### src/design/tgd_pkg.sv
package tgd_pkg;

  localparam int unsigned HoldCount   = 50;
  localparam int unsigned CordicSteps = 16;
  localparam int unsigned TabLen      = 24;
  localparam int unsigned StepW       = $clog2(TabLen);

  localparam int unsigned DataW  = 44;
  localparam int unsigned AngW   = 26;
  localparam int unsigned AtanW  = 22;
  localparam int unsigned MagW   = 27;
  localparam int unsigned ProdW  = 34;
  localparam int unsigned QW     = 18;
  localparam int unsigned GainQ16 = 107922;
  localparam int unsigned Deg90   = 90 * 65536;

  localparam int unsigned PitchW   = 14;
  localparam int unsigned RollW    = 15;
  localparam int unsigned StageW   = 2;
  localparam int unsigned HoldW    = 6;
  localparam int unsigned PitchMax = 11520;
  localparam int unsigned RollMax  = 23040;

  localparam int unsigned InDataW  = 48;
  localparam int unsigned OutDataW = 40;
  localparam int unsigned CfgAddrW = 5;
  localparam int unsigned CfgDataW = 32;

  localparam logic [StageW-1:0] StageFlat  = 2'd0;
  localparam logic [StageW-1:0] StageSlant = 2'd1;
  localparam logic [StageW-1:0] StageFlat2 = 2'd2;

  typedef enum logic [2:0] {
    ST_IDLE,
    ST_PREP,
    ST_ITER,
    ST_NEXT,
    ST_DECIDE
  } state_e;

  typedef enum logic {
    PASS_ROLL,
    PASS_PITCH
  } pass_e;

  typedef enum logic [2:0] {
    REG_FLAT_PITCH_LOW,
    REG_FLAT_PITCH_HIGH,
    REG_FLAT_ROLL_LOW,
    REG_FLAT_ROLL_HIGH,
    REG_SLANT_PITCH_LOW,
    REG_SLANT_PITCH_HIGH,
    REG_SLANT_ROLL_LOW,
    REG_SLANT_ROLL_HIGH
  } cfg_idx_e;

  typedef struct packed {
    logic [PitchW-1:0] pitch_low;
    logic [PitchW-1:0] pitch_high;
    logic [RollW-1:0]  roll_low;
    logic [RollW-1:0]  roll_high;
  } window_t;

  // atan(2^-i) in degrees times 65536
  function automatic logic [AtanW-1:0] atan_lut(input logic [StepW-1:0] idx);
    logic [AtanW-1:0] r;
    unique case (idx)
      5'd0:  r = 22'd2949120;
      5'd1:  r = 22'd1740967;
      5'd2:  r = 22'd919879;
      5'd3:  r = 22'd466945;
      5'd4:  r = 22'd234379;
      5'd5:  r = 22'd117304;
      5'd6:  r = 22'd58666;
      5'd7:  r = 22'd29335;
      5'd8:  r = 22'd14668;
      5'd9:  r = 22'd7334;
      5'd10: r = 22'd3667;
      5'd11: r = 22'd1833;
      5'd12: r = 22'd917;
      5'd13: r = 22'd458;
      5'd14: r = 22'd229;
      5'd15: r = 22'd115;
      5'd16: r = 22'd57;
      5'd17: r = 22'd29;
      5'd18: r = 22'd14;
      5'd19: r = 22'd7;
      5'd20: r = 22'd4;
      5'd21: r = 22'd2;
      5'd22: r = 22'd1;
      default: r = '0;
    endcase
    return r;
  endfunction

endpackage

### src/design/tilt_gesture_detector_unit.sv
// Tilt gesture detector. Each accelerometer word (x, y, z) yields one result word with
// |pitch| and |roll| in degrees times 128, the stage after this sample (flat, slant,
// flat again), the hold counter, and flags for a completed stage and a completed
// gesture. Both angles come from a single shared CORDIC vectoring unit that runs a roll
// pass and then a pitch pass of 16 micro-rotations each. After a sample is accepted, each
// pass loads its vector, rotates and wraps up; then the window check writes the result
// once the output register is free. A pass whose vector is zero skips its rotations. The
// input is not ready while a sample is in work; the result sits in an output register and
// the next sample is taken while it waits. Window registers are to be written over the
// APB port only while the block is idle; the block itself does not enforce this.
module tilt_gesture_detector_unit (
  input  logic                             clk_i,
  input  logic                             rst_ni,
  input  logic                             s_axis_tvalid,
  output logic                             s_axis_tready,
  // accel_x, accel_y, accel_z
  input  logic [tgd_pkg::InDataW-1:0]      s_axis_tdata,
  output logic                             m_axis_tvalid,
  input  logic                             m_axis_tready,
  // pitch_abs, roll_abs, stage_now, hold_value, stage_advanced, gesture_done, zero pad
  output logic [tgd_pkg::OutDataW-1:0]     m_axis_tdata,
  input  logic                             psel,
  input  logic                             penable,
  input  logic                             pwrite,
  input  logic [tgd_pkg::CfgAddrW-1:0]     paddr,
  input  logic [tgd_pkg::CfgDataW-1:0]     pwdata,
  output logic [tgd_pkg::CfgDataW-1:0]     prdata,
  output logic                             pready
);
  import tgd_pkg::*;

  state_e state_q, state_d;
  pass_e  pass_q, pass_d;

  logic signed [15:0]      ax_q, ay_q, az_q;
  logic [ProdW-1:0]        prod_q, prod_d;
  logic signed [MagW-1:0]  mag_q, mag_d;
  logic signed [DataW-1:0] x_q, x_d, y_q, y_d;
  logic signed [AngW-1:0]  ang_q, ang_d;
  logic [StepW-1:0]        step_q, step_d;
  logic [RollW-1:0]        roll_q, roll_d;
  logic [PitchW-1:0]       pitch_q, pitch_d;
  logic [StageW-1:0]       stage_q, stage_d;
  logic [HoldW-1:0]        hold_q, hold_d;
  logic                    m_tvalid_q, m_tvalid_d;
  logic [OutDataW-1:0]     m_tdata_q, m_tdata_d;

  window_t flat_q, slant_q, win;

  logic                    in_accept, slot_free, last_step, vec_zero;
  logic signed [DataW-1:0] x_in, y_in, x_sh, y_sh;
  logic [16:0]             ax_abs;
  logic [AngW-1:0]         ang_abs;
  logic [AngW:0]           ang_sum;
  logic [QW-1:0]           ang_q7;
  logic                    in_win, advanced, done;
  logic [StageW-1:0]       stage_nx;
  logic [HoldW-1:0]        hold_nx;
  logic                    cfg_we;
  cfg_idx_e                cfg_idx;

  assign s_axis_tready = (state_q == ST_IDLE);
  assign in_accept     = s_axis_tvalid && s_axis_tready;
  assign slot_free     = !m_tvalid_q || m_axis_tready;
  assign last_step     = (step_q == StepW'(CordicSteps - 1));
  assign m_axis_tvalid = m_tvalid_q;
  assign m_axis_tdata  = m_tdata_q;

  // vector feeding the shared unit for the current pass
  always_comb begin
    if (pass_q == PASS_ROLL) begin
      x_in = {{(DataW - 24){az_q[15]}}, az_q, 8'b0};
      y_in = {{(DataW - 24){ay_q[15]}}, ay_q, 8'b0};
    end else begin
      x_in = {{(DataW - MagW - 16){mag_q[MagW-1]}}, mag_q, 16'b0};
      y_in = signed'(DataW'({prod_q, 8'b0}));
    end
  end

  assign vec_zero = (x_in == '0) && (y_in == '0);
  assign ax_abs   = ax_q[15] ? (17'd0 - {ax_q[15], ax_q}) : {1'b0, ax_q};
  assign x_sh     = x_q >>> step_q;
  assign y_sh     = y_q >>> step_q;

  // round the accumulated angle to degrees times 128
  assign ang_abs = ang_q[AngW-1] ? AngW'(-ang_q) : AngW'(ang_q);
  assign ang_sum = {1'b0, ang_abs} + (AngW + 1)'(256);
  assign ang_q7  = ang_sum[AngW:9];

  assign win = (stage_q == StageSlant) ? slant_q : flat_q;

  always_comb begin
    in_win = (pitch_q >= win.pitch_low) && (pitch_q <= win.pitch_high) &&
             (roll_q >= win.roll_low) && (roll_q <= win.roll_high);
    advanced = 1'b0;
    done     = 1'b0;
    stage_nx = stage_q;
    hold_nx  = hold_q;
    if (in_win) begin
      if (hold_q < HoldW'(HoldCount)) begin
        hold_nx = hold_q + 1'b1;
      end else begin
        hold_nx  = '0;
        advanced = 1'b1;
        done     = (stage_q == StageFlat2);
        stage_nx = (stage_q >= StageFlat2) ? StageFlat : stage_q + 1'b1;
      end
    end
  end

  always_comb begin
    state_d = state_q;
    unique case (state_q)
      ST_IDLE:   if (in_accept) state_d = ST_PREP;
      ST_PREP:   state_d = vec_zero ? ST_NEXT : ST_ITER;
      ST_ITER:   if (last_step) state_d = ST_NEXT;
      ST_NEXT:   state_d = (pass_q == PASS_ROLL) ? ST_PREP : ST_DECIDE;
      ST_DECIDE: if (slot_free) state_d = ST_IDLE;
      default:   state_d = ST_IDLE;
    endcase
  end

  always_comb begin
    pass_d     = pass_q;
    prod_d     = prod_q;
    mag_d      = mag_q;
    x_d        = x_q;
    y_d        = y_q;
    ang_d      = ang_q;
    step_d     = step_q;
    roll_d     = roll_q;
    pitch_d    = pitch_q;
    stage_d    = stage_q;
    hold_d     = hold_q;
    m_tdata_d  = m_tdata_q;
    m_tvalid_d = m_tvalid_q && !m_axis_tready;
    unique case (state_q)
      ST_IDLE: begin
        pass_d = PASS_ROLL;
      end
      ST_PREP: begin
        step_d = '0;
        if (pass_q == PASS_ROLL) prod_d = ProdW'(ax_abs) * ProdW'(GainQ16);
        if (vec_zero) begin
          x_d   = '0;
          y_d   = '0;
          ang_d = '0;
        end else if (!x_in[DataW-1]) begin
          x_d   = x_in;
          y_d   = y_in;
          ang_d = '0;
        end else if (!y_in[DataW-1]) begin
          x_d   = y_in;
          y_d   = -x_in;
          ang_d = AngW'(Deg90);
        end else begin
          x_d   = -y_in;
          y_d   = x_in;
          ang_d = -AngW'(Deg90);
        end
      end
      ST_ITER: begin
        step_d = step_q + 1'b1;
        if (!y_q[DataW-1]) begin
          x_d   = x_q + y_sh;
          y_d   = y_q - x_sh;
          ang_d = ang_q + signed'(AngW'(atan_lut(step_q)));
        end else begin
          x_d   = x_q - y_sh;
          y_d   = y_q + x_sh;
          ang_d = ang_q - signed'(AngW'(atan_lut(step_q)));
        end
      end
      ST_NEXT: begin
        if (pass_q == PASS_ROLL) begin
          roll_d = (ang_q7 > QW'(RollMax)) ? RollW'(RollMax) : ang_q7[RollW-1:0];
          mag_d  = x_q[MagW-1:0];
          pass_d = PASS_PITCH;
        end else begin
          pitch_d = (ang_q7 > QW'(PitchMax)) ? PitchW'(PitchMax) : ang_q7[PitchW-1:0];
        end
      end
      ST_DECIDE: begin
        if (slot_free) begin
          stage_d    = stage_nx;
          hold_d     = hold_nx;
          m_tvalid_d = 1'b1;
          m_tdata_d  = {1'b0, done, advanced, hold_nx, stage_nx, roll_q, pitch_q};
        end
      end
      default: ;
    endcase
  end

  always_ff @(posedge clk_i or negedge rst_ni) begin
    if (!rst_ni) begin
      state_q    <= ST_IDLE;
      pass_q     <= PASS_ROLL;
      step_q     <= '0;
      stage_q    <= StageFlat;
      hold_q     <= '0;
      m_tvalid_q <= 1'b0;
    end else begin
      state_q    <= state_d;
      pass_q     <= pass_d;
      step_q     <= step_d;
      stage_q    <= stage_d;
      hold_q     <= hold_d;
      m_tvalid_q <= m_tvalid_d;
    end
  end

  always_ff @(posedge clk_i) begin
    if (in_accept) begin
      ax_q <= s_axis_tdata[15:0];
      ay_q <= s_axis_tdata[31:16];
      az_q <= s_axis_tdata[47:32];
    end
    prod_q    <= prod_d;
    mag_q     <= mag_d;
    x_q       <= x_d;
    y_q       <= y_d;
    ang_q     <= ang_d;
    roll_q    <= roll_d;
    pitch_q   <= pitch_d;
    m_tdata_q <= m_tdata_d;
  end

  // configuration port
  assign pready  = 1'b1;
  assign cfg_we  = psel && penable && pwrite && pready;
  assign cfg_idx = cfg_idx_e'(paddr[CfgAddrW-1:2]);

  always_ff @(posedge clk_i or negedge rst_ni) begin
    if (!rst_ni) begin
      flat_q.pitch_low   <= '0;
      flat_q.pitch_high  <= PitchW'(640);
      flat_q.roll_low    <= '0;
      flat_q.roll_high   <= RollW'(640);
      slant_q.pitch_low  <= '0;
      slant_q.pitch_high <= PitchW'(640);
      slant_q.roll_low   <= RollW'(5120);
      slant_q.roll_high  <= RollW'(6400);
    end else if (cfg_we) begin
      unique case (cfg_idx)
        REG_FLAT_PITCH_LOW:   flat_q.pitch_low   <= pwdata[PitchW-1:0];
        REG_FLAT_PITCH_HIGH:  flat_q.pitch_high  <= pwdata[PitchW-1:0];
        REG_FLAT_ROLL_LOW:    flat_q.roll_low    <= pwdata[RollW-1:0];
        REG_FLAT_ROLL_HIGH:   flat_q.roll_high   <= pwdata[RollW-1:0];
        REG_SLANT_PITCH_LOW:  slant_q.pitch_low  <= pwdata[PitchW-1:0];
        REG_SLANT_PITCH_HIGH: slant_q.pitch_high <= pwdata[PitchW-1:0];
        REG_SLANT_ROLL_LOW:   slant_q.roll_low   <= pwdata[RollW-1:0];
        REG_SLANT_ROLL_HIGH:  slant_q.roll_high  <= pwdata[RollW-1:0];
        default: ;
      endcase
    end
  end

  always_comb begin
    unique case (cfg_idx)
      REG_FLAT_PITCH_LOW:   prdata = CfgDataW'(flat_q.pitch_low);
      REG_FLAT_PITCH_HIGH:  prdata = CfgDataW'(flat_q.pitch_high);
      REG_FLAT_ROLL_LOW:    prdata = CfgDataW'(flat_q.roll_low);
      REG_FLAT_ROLL_HIGH:   prdata = CfgDataW'(flat_q.roll_high);
      REG_SLANT_PITCH_LOW:  prdata = CfgDataW'(slant_q.pitch_low);
      REG_SLANT_PITCH_HIGH: prdata = CfgDataW'(slant_q.pitch_high);
      REG_SLANT_ROLL_LOW:   prdata = CfgDataW'(slant_q.roll_low);
      REG_SLANT_ROLL_HIGH:  prdata = CfgDataW'(slant_q.roll_high);
      default:              prdata = '0;
    endcase
  end

  a_result_from_decide: assert property (@(posedge clk_i) disable iff (!rst_ni)
    $rose(m_tvalid_q) |-> $past(state_q == ST_DECIDE))
    else $error("result raised outside the window check");

  a_hold_bounded: assert property (@(posedge clk_i) disable iff (!rst_ni)
    hold_q <= HoldW'(HoldCount))
    else $error("hold counter beyond its limit");

  a_stage_code: assert property (@(posedge clk_i) disable iff (!rst_ni)
    stage_q != 2'd3)
    else $error("unused stage code reached");

  a_done_implies_wrap: assert property (@(posedge clk_i) disable iff (!rst_ni)
    (m_tvalid_q && m_tdata_q[38]) |-> (m_tdata_q[37] && m_tdata_q[30:29] == StageFlat))
    else $error("gesture flagged without wrap to first stage");

  a_step_range: assert property (@(posedge clk_i) disable iff (!rst_ni)
    (state_q == ST_ITER) |-> (step_q < StepW'(CordicSteps)))
    else $error("rotation step out of range");

endmodule

### config.mk
export PLATFORM = sky130hd
export DESIGN_NAME = tilt_gesture_detector_unit
export DESIGN_NICKNAME = d
export VERILOG_FILES = /design/src/design/tgd_pkg.sv /design/src/design/tilt_gesture_detector_unit.sv
export SDC_FILE = /design/constraint.sdc
export NUM_CORES = 2
export LEC_CHECK = 0
export ABC_CLOCK_PERIOD_IN_PS = 16300
export BUFFER_PORTS_ARGS = -buffer_cell sky130_fd_sc_hd__buf_2
export CAP_MARGIN = 20
export CELL_PAD_IN_SITES_DETAIL_PLACEMENT = 0
export CELL_PAD_IN_SITES_GLOBAL_PLACEMENT = 1
export CORE_MARGIN = 5
export CORE_UTILIZATION = 55
export CTS_BUF_LIST = sky130_fd_sc_hd__clkbuf_2
export CTS_CLUSTER_DIAMETER = 60
export DETAILED_ROUTE_END_ITERATION = 8
export HOLD_SLACK_MARGIN = 0.02
export PLACE_DENSITY_LB_ADDON = 0.1
export REMOVE_ABC_BUFFERS = 1
export SLEW_MARGIN = 20
export SYNTH_ARGS = -nofsm -noshare
export SYNTH_HDL_FRONTEND = slang
export SYNTH_SLANG_ARGS = --single-unit
### constraint.sdc
create_clock -name clk_i -period 16.3 [get_ports clk_i]
set_clock_uncertainty 0.15 [all_clocks]
set_input_delay 0 -clock clk_i [delete_from_list [all_inputs] [get_ports clk_i]]
set_output_delay 0 -clock clk_i [all_outputs]
set_load 0.03 [all_outputs]
* After elaboration in Yosys (flattened, before gate mapping)
Memories as Yosys holds them, arrays and structs flattened.
Index checks and enable logic that the tools add are counted.
Widths: inputs -> output; s select.
** Operators by class
- Add/sub/neg operators :: 14
- $mul :: 1
- Div/mod/pow operators :: 0
- Order comparisons :: 8
- Equality and inequality tests :: 17
- Shift operators :: 2
- Muxes and demuxes :: 41
- Bitwise gates (word level) :: 2
- Reductions and logical operators :: 31
** Operators by type and width (count)
- $mux 44 :: 10
- $pmux 32 s8 :: 1
- $pmux 44 s2 :: 2
- $mux 26 :: 5
- $add 44x44->44 :: 2
- $logic_not 44->1 :: 2
- $mux 22 :: 4
- $neg 44->44 :: 2
- $sshr 44x5->44 :: 2
- $sub 44x44->44 :: 2
- $mux 58 :: 1
- $pmux 26 s2 :: 1
- $mul 17x16->33 const B :: 1
- $add 26x9->27 const B :: 1
- $add 26x23->26 :: 1
- $neg 26->26 :: 1
- $sub 26x23->26 :: 1
- $reduce_and 2->1 :: 12
- $gt 18x14->1 const B :: 1
- $gt 18x15->1 const B :: 1
- $mux 17 :: 1
- $sub 1x16->17 const A :: 1
- $eq 3x3->1 const B :: 5
- $ge 15x15->1 :: 1
- 30 further kinds :: 55
** Storage, ports and cells
- Bits in registers :: 424
- Latch bits :: 0
- Bits in writable memories :: 0
- Memory bits (read-only) :: 1408
- Input bits :: 92
- Output and inout port bits :: 75
- Logic and storage cells :: 145
- Memories :: 2
** Memory list
- (name not given) :: depth 32, width 22, read ports 1, clocked after memory_dff 0, wr ports 0, line tgd_pkg.sv:67 : unique case (idx)
- (name not given) :: depth 32, width 22, read ports 1, clocked after memory_dff 0, wr ports 0, line tgd_pkg.sv:67

* Logic depth before layout (Yosys ltp)
- Word-level depth :: 8
- Mapped depth :: 35
- Mapped depth without buffers :: 30

* Worst setup path before layout
OpenSTA, ideal clock, no wires.
- Path kind :: reg-to-reg
- Start :: reg ax_q[0]
- End :: reg prod_q[32], data pin
- Data arrival time :: 6.822 ns
- Setup slack :: 9.071 ns
- Cell stages (with the launch flop) :: 27
- Clock period less this slack :: 7.229 ns
- Cell sequence :: edfxtp_1 or3_1 or3b_2 o31ai_1 xor2_1 inv_1 ha_1 ha_1 fa_1 fa_1 fa_1 inv_1 fa_1 inv_1 ha_1 a21o_1 a21o_1 a21oi_1 nor3b_1 a21oi_1 o211a_1 o31ai_1 a21o_1 a21boi_0 o21bai_1 a21oi_1 xnor2_1
** On the way
- Cells in the longest elaborated chain, start to end :: 3
** Ends and longest elaborated chain
- start, declared :: line tilt_gesture_detector_unit.sv:35 : logic signed [15:0] ax_q, ay_q, az_q;
- start signal, assigned :: line tilt_gesture_detector_unit.sv:215 : ax_q <= s_axis_tdata[15:0];
- $sub 1x16->17 :: line tilt_gesture_detector_unit.sv:81 : assign ax_abs = ax_q[15] ? (17'd0 - {ax_q[15], ax_q}) : {1'b0, ax_q};
- $mux 17 (*) :: line tilt_gesture_detector_unit.sv:81
- $mul 17x16->33 (*) :: line tilt_gesture_detector_unit.sv:143 : if (pass_q == PASS_ROLL) prod_d = ProdW'(ax_abs) * ProdW'(GainQ16);
- end signal, assigned :: line tilt_gesture_detector_unit.sv:219 : prod_q <= prod_d;
- end, declared :: line tilt_gesture_detector_unit.sv:36 : logic [ProdW-1:0] prod_q, prod_d;
Every way passes the cells marked *; elsewhere a longest branch is shown, timed or not.
A chain may end at the register's enable or synchronous reset.

* Worst setup path in the final report
- Start :: reg step_q[0]
- End :: reg y_q[43], data pin
** On the way
- Cells in the longest elaborated chain, start to end :: 4
- Elaborated cells on any way between the ends :: 5
- Classes of those cells :: 2 x add/sub; 1 x shift; 2 x mux
** Ends and longest elaborated chain
- start, declared :: line tilt_gesture_detector_unit.sv:40 : logic [StepW-1:0] step_q, step_d;
- start signal, assigned :: line tilt_gesture_detector_unit.sv:206 : step_q <= step_d;
- $sshr 44x5->44 (*) :: line tilt_gesture_detector_unit.sv:82 : assign x_sh = x_q >>> step_q;
- $sub 44x44->44 or $add 44x44->44 (tied branches) :: line tilt_gesture_detector_unit.sv:166, tilt_gesture_detector_unit.sv:170
- $mux 44 (*) :: line tilt_gesture_detector_unit.sv:164 : if (!y_q[DataW-1]) begin
- $pmux 44 s2 (*) :: line tilt_gesture_detector_unit.sv:137 : unique case (state_q)
- named net y_d[43] :: line tilt_gesture_detector_unit.sv:38 : logic signed [DataW-1:0] x_q, x_d, y_q, y_d;
- end signal, assigned :: line tilt_gesture_detector_unit.sv:222 : y_q <= y_d;
- end, declared :: line tilt_gesture_detector_unit.sv:38
The timed path passes the listed nets; every way through them passes the cells marked *.

==> impl_metrics.py <==
metrics = {
    "placement": {
        "dp_hpwl_um": 97630,
        "port_buffers": 128,
        "place.gp.congestion": 0.9684,
    },
    "grt": {
        "number_of_antenna_violations_at_the_first_check_in_global_routing": 2,
        "groute.usage.overall_pct": 32.32,
        "grt_first_pass_wirelength_um": 207100,
        "via_count_of_the_first_global_routing_pass": 35076,
        "grt_remaining_overflow": 0,
        "grt_max_degree": 76,
    },
    "worst_setup_path": {
        "worst-setup-path-type": "register to register",
        "worstPathRequired_ns": 16.96,
        "timing.rr.end": "y_q[43]$_DFFE_PP_",
        "worst-r2r-cell-count": 27,
        "critical_path_peak_fanout": 72,
        "start_kind": "register",
        "worst-endpoint-arrival_ns": 9.81,
        "cp-end-kind": "register",
        "critical_path_s_slowest_cell": "a2111oi_0",
        "crit_path_max_incr_delay_ns": 1.05,
        "rr_startpoint": "step_q[0]$_DFFE_PN0P_",
        "timing.reg2reg.setup_slack_ns": 7.15,
    },
    "layout": {
        "final_layout_size_suffix_gt1_share_pct": 15.70,
        "fin_nets": 5160,
        "syn2layout_area_growth_pct": 11.42,
        "multi_input_comb_area_um2": 27330,
        "area.sequential_um2": 12090,
        "layout.cells.most_common_list": "394 x nor2_1, 336 x ha_1, 312 x a21oi_1",
        "most_frequent_standard_cell_in_the_layout_excluding_fill_and_tap_cells": "nor2_1",
        "fillerInstances": 6486,
    },
    "routing": {
        "final_antenna_net_count": 0,
        "initialDrtViolationCount": 3377,
        "detail_route.wl_per_cell_um": 23.51,
        "wire_length_after_detailed_routing_um": 134800,
        "drc_violation_count_after_routing": 0,
        "vias": 36245,
        "vias_per_cell": 6.322,
        "drt_pass1_iterations": 6,
    },
    "timing": {
        "worst_slew_pin_tran_ns": 1.154,
        "rsz0062_at_grt": "no",
        "timing.hold.ws_ns": 0.1842,
        "finalMaxSlewViolations": 0,
        "timing_hold_violations_final": 0,
        "fin_setup_tns_ns": 0,
        "final_worst_path_cycle_share_pct": 56.16,
        "slew_headroom_pct": 21.05,
        "finalSetupViolations": 0,
        "fin_crit_ns": 9.154,
        "max_freq_mhz": 109.2,
    },
    "logic_synthesis": {
        "ys_seq_area_share_pct": 29.20,
        "yosysUniqueCellTypes": 101,
        "yosys_warnings": 0,
        "synth-adder-area-share_pct": 13.73,
        "synth_area_leader_cell": "edfxtp_1",
        "synth_flop_cell": "edfxtp_1",
        "synthCells": 4361,
        "synth.cell_area_um2": 41350,
        "synth_compound_area_share_pct": 17.23,
        "post_synth_xor_area_fraction_pct": 6.291,
        "largest_family_of_logic_cells_by_synthesized_area": "compound AO/OA/AOI/OAI gates",
        "synth.ff_latch_count": 424,
        "synth.top_cells.by_area": "edfxtp_1 21%, ha_1 10%, dfrtp_1 7.4%, mux4_2 5.2%, mux2_2 5.0%",
        "syn-mean-instance-area_um2": 9.481,
        "synth_edf_count": 290,
        "synth_simple_gate_area_share_pct": 13.58,
        "muxShareOfSynthArea_pct": 14.87,
        "asyncSetResetFlopFracSynth_pct": 31.60,
        "synth_top_area_share_pct": 21.06,
    },
    "die": {
        "die_w_um": 284.2,
        "die_area_um2": 80760,
        "die_h_um": 284.2,
        "initial_utilization_pct": 55.54,
        "area_of_the_core_um2": 74450,
        "floorplan.rows": 100,
        "floorplan.io_pins": 167,
    },
    "clock_tree": {
        "cts_buffers": 119,
        "cts.htree.levels": 3,
        "clock_latency_ns": 1.17,
        "tritoncts": "done",
        "cts_max_path_buffers": 3,
        "cts.sink_count": 424,
        "post_cts.repair.setup_buffers": 0,
        "worst_setup_hold_path_clk_slew_ns": 0.09,
        "clock_tree.root_cell": "clkbuf_2",
    },
    "hold_path": {
        "whs_path_depth": 5,
        "hold-path-endpoint": "state_q[2]$_DFFE_PN0P_",
        "hold_path_startpoint": "m_axis_tready",
        "path_class_of_the_lowest_slack_min_delay_path": "primary input to register",
    },
    "run_status": {
        "run_status": "complete, no violations",
    },
    "flow_run": {
        "max_cap_viol_count": 0,
    },
}
## per-stage QoR
step                util (%)  setup slack, ns  cells  instance area [um^2]
finish                 61.88            7.146   5733                 46070
global route           61.88            6.834   5733                 46070
CTS                    61.86            7.439   5731                 46050
detailed placement     57.27            7.601   5297                 42640
global placement       57.27            7.611   5297                 42640
floorplan                  -            5.583   4144                 40270
## metal layers
metal  share of wire, %  GRT usage [%]
met1                 40          41.40
met2                 46          53.37
met3                7.2          5.000
met4                6.3          16.41
met5                  0              0
## logic make-up after synthesis
kind of cell,Yosys count
other,2
muxes,459
adders and majority gates,410
buffers and inverters,490
AOI/OAI and AO/OA,1112
xor gates and xnor gates,297
and+or+nand+nor,1167
DFF,424
## synth_stat cells (17+ instances only)
master	number
ha_1	336
nor3_1	106
nand4_1	18
nand2_1	265
a21o_1	97
mux2i_1	167
nand2b_1	56
o31ai_1	34
nor4_1	30
and3_1	33
o21a_1	33
buf_4	22
o211ai_1	36
edfxtp_1	290
o21ai_0	249
nor2b_1	55
dfrtp_1	123
xnor2_1	164
mux2_2	184
clkbuf_1	131
and2_1	27
a21oi_1	312
mux4_2	96
a2111oi_0	21
inv_1	247
o21bai_1	18
o22ai_1	44
a221oi_1	17
or2_2	18
or3_1	36
buf_1	48
a211oi_1	49
xor2_1	133
a31oi_1	37
nor2_1	397
fa_1	73
buf_2	26
nand3_1	62
## critical path: cells and delay by family (launching register included)
kind / cells / cell delay [ns]
buffers and inverters: 2 / 0.89
multiplexers: 2 / 0.98
XOR/XNOR: 2 / 0.55
adder cells (fa/ha/maj): 2 / 0.53
flip-flops: 1 / 0.79
AO/OA/AOI/OAI: 10 / 3.06
AND/OR/NAND/NOR: 9 / 1.78
## state kept, by name, indices dropped and copies added (netlist names), 2 cells and up
register / count
pitch_q: 14
prod_q: 33
ang_q: 26
hold_q: 6
x_q: 44
ax_q: 16
step_q: 5
az_q: 16
ay_q: 16
stage_q: 2
slant_q: 58
mag_q: 27
m_axis_tdata: 39
y_q: 44
roll_q: 15
flat_q: 58
state_q: 3
## layout make-up
type | instances | area share (%)
sequential | 424 | 26.25
antenna | 1 | 0.005432
clock inverter | 62 | 1.067
inverter | 248 | 2.029
multi-input combinational | 3472 | 59.33
tap | 969 | 2.632
clock buffer | 163 | 1.771
timing repair buffer | 394 | 6.918
## repair_timing
item / 4_1_cts / 5_1_grt
hold buffers: 209 / 1
endpoints found under the hold margin: 396 / 39
gates resized for setup: 0 / 0
## how the worst max path moves through the flow
stage                                     end  slack, ns  cells past startpoint                  start
final                       y_q[43]$_DFFE_PP_       7.15                     27  step_q[0]$_DFFE_PN0P_
after global routing        y_q[43]$_DFFE_PP_       6.83                     27  step_q[0]$_DFFE_PN0P_
after CTS                   y_q[43]$_DFFE_PP_       7.44                     27  step_q[0]$_DFFE_PN0P_
after detailed placement    y_q[39]$_DFFE_PP_       7.60                     27  step_q[0]$_DFFE_PN0P_
after global placement      y_q[39]$_DFFE_PP_       7.61                     27  step_q[0]$_DFFE_PN0P_
after floorplan           ang_q[24]$_DFFE_PP_       5.58                     22  step_q[0]$_DFFE_PN0P_
Power is not shown: default switching activity piles up to over one toggle a cycle in this logic, so the estimate is an artifact.
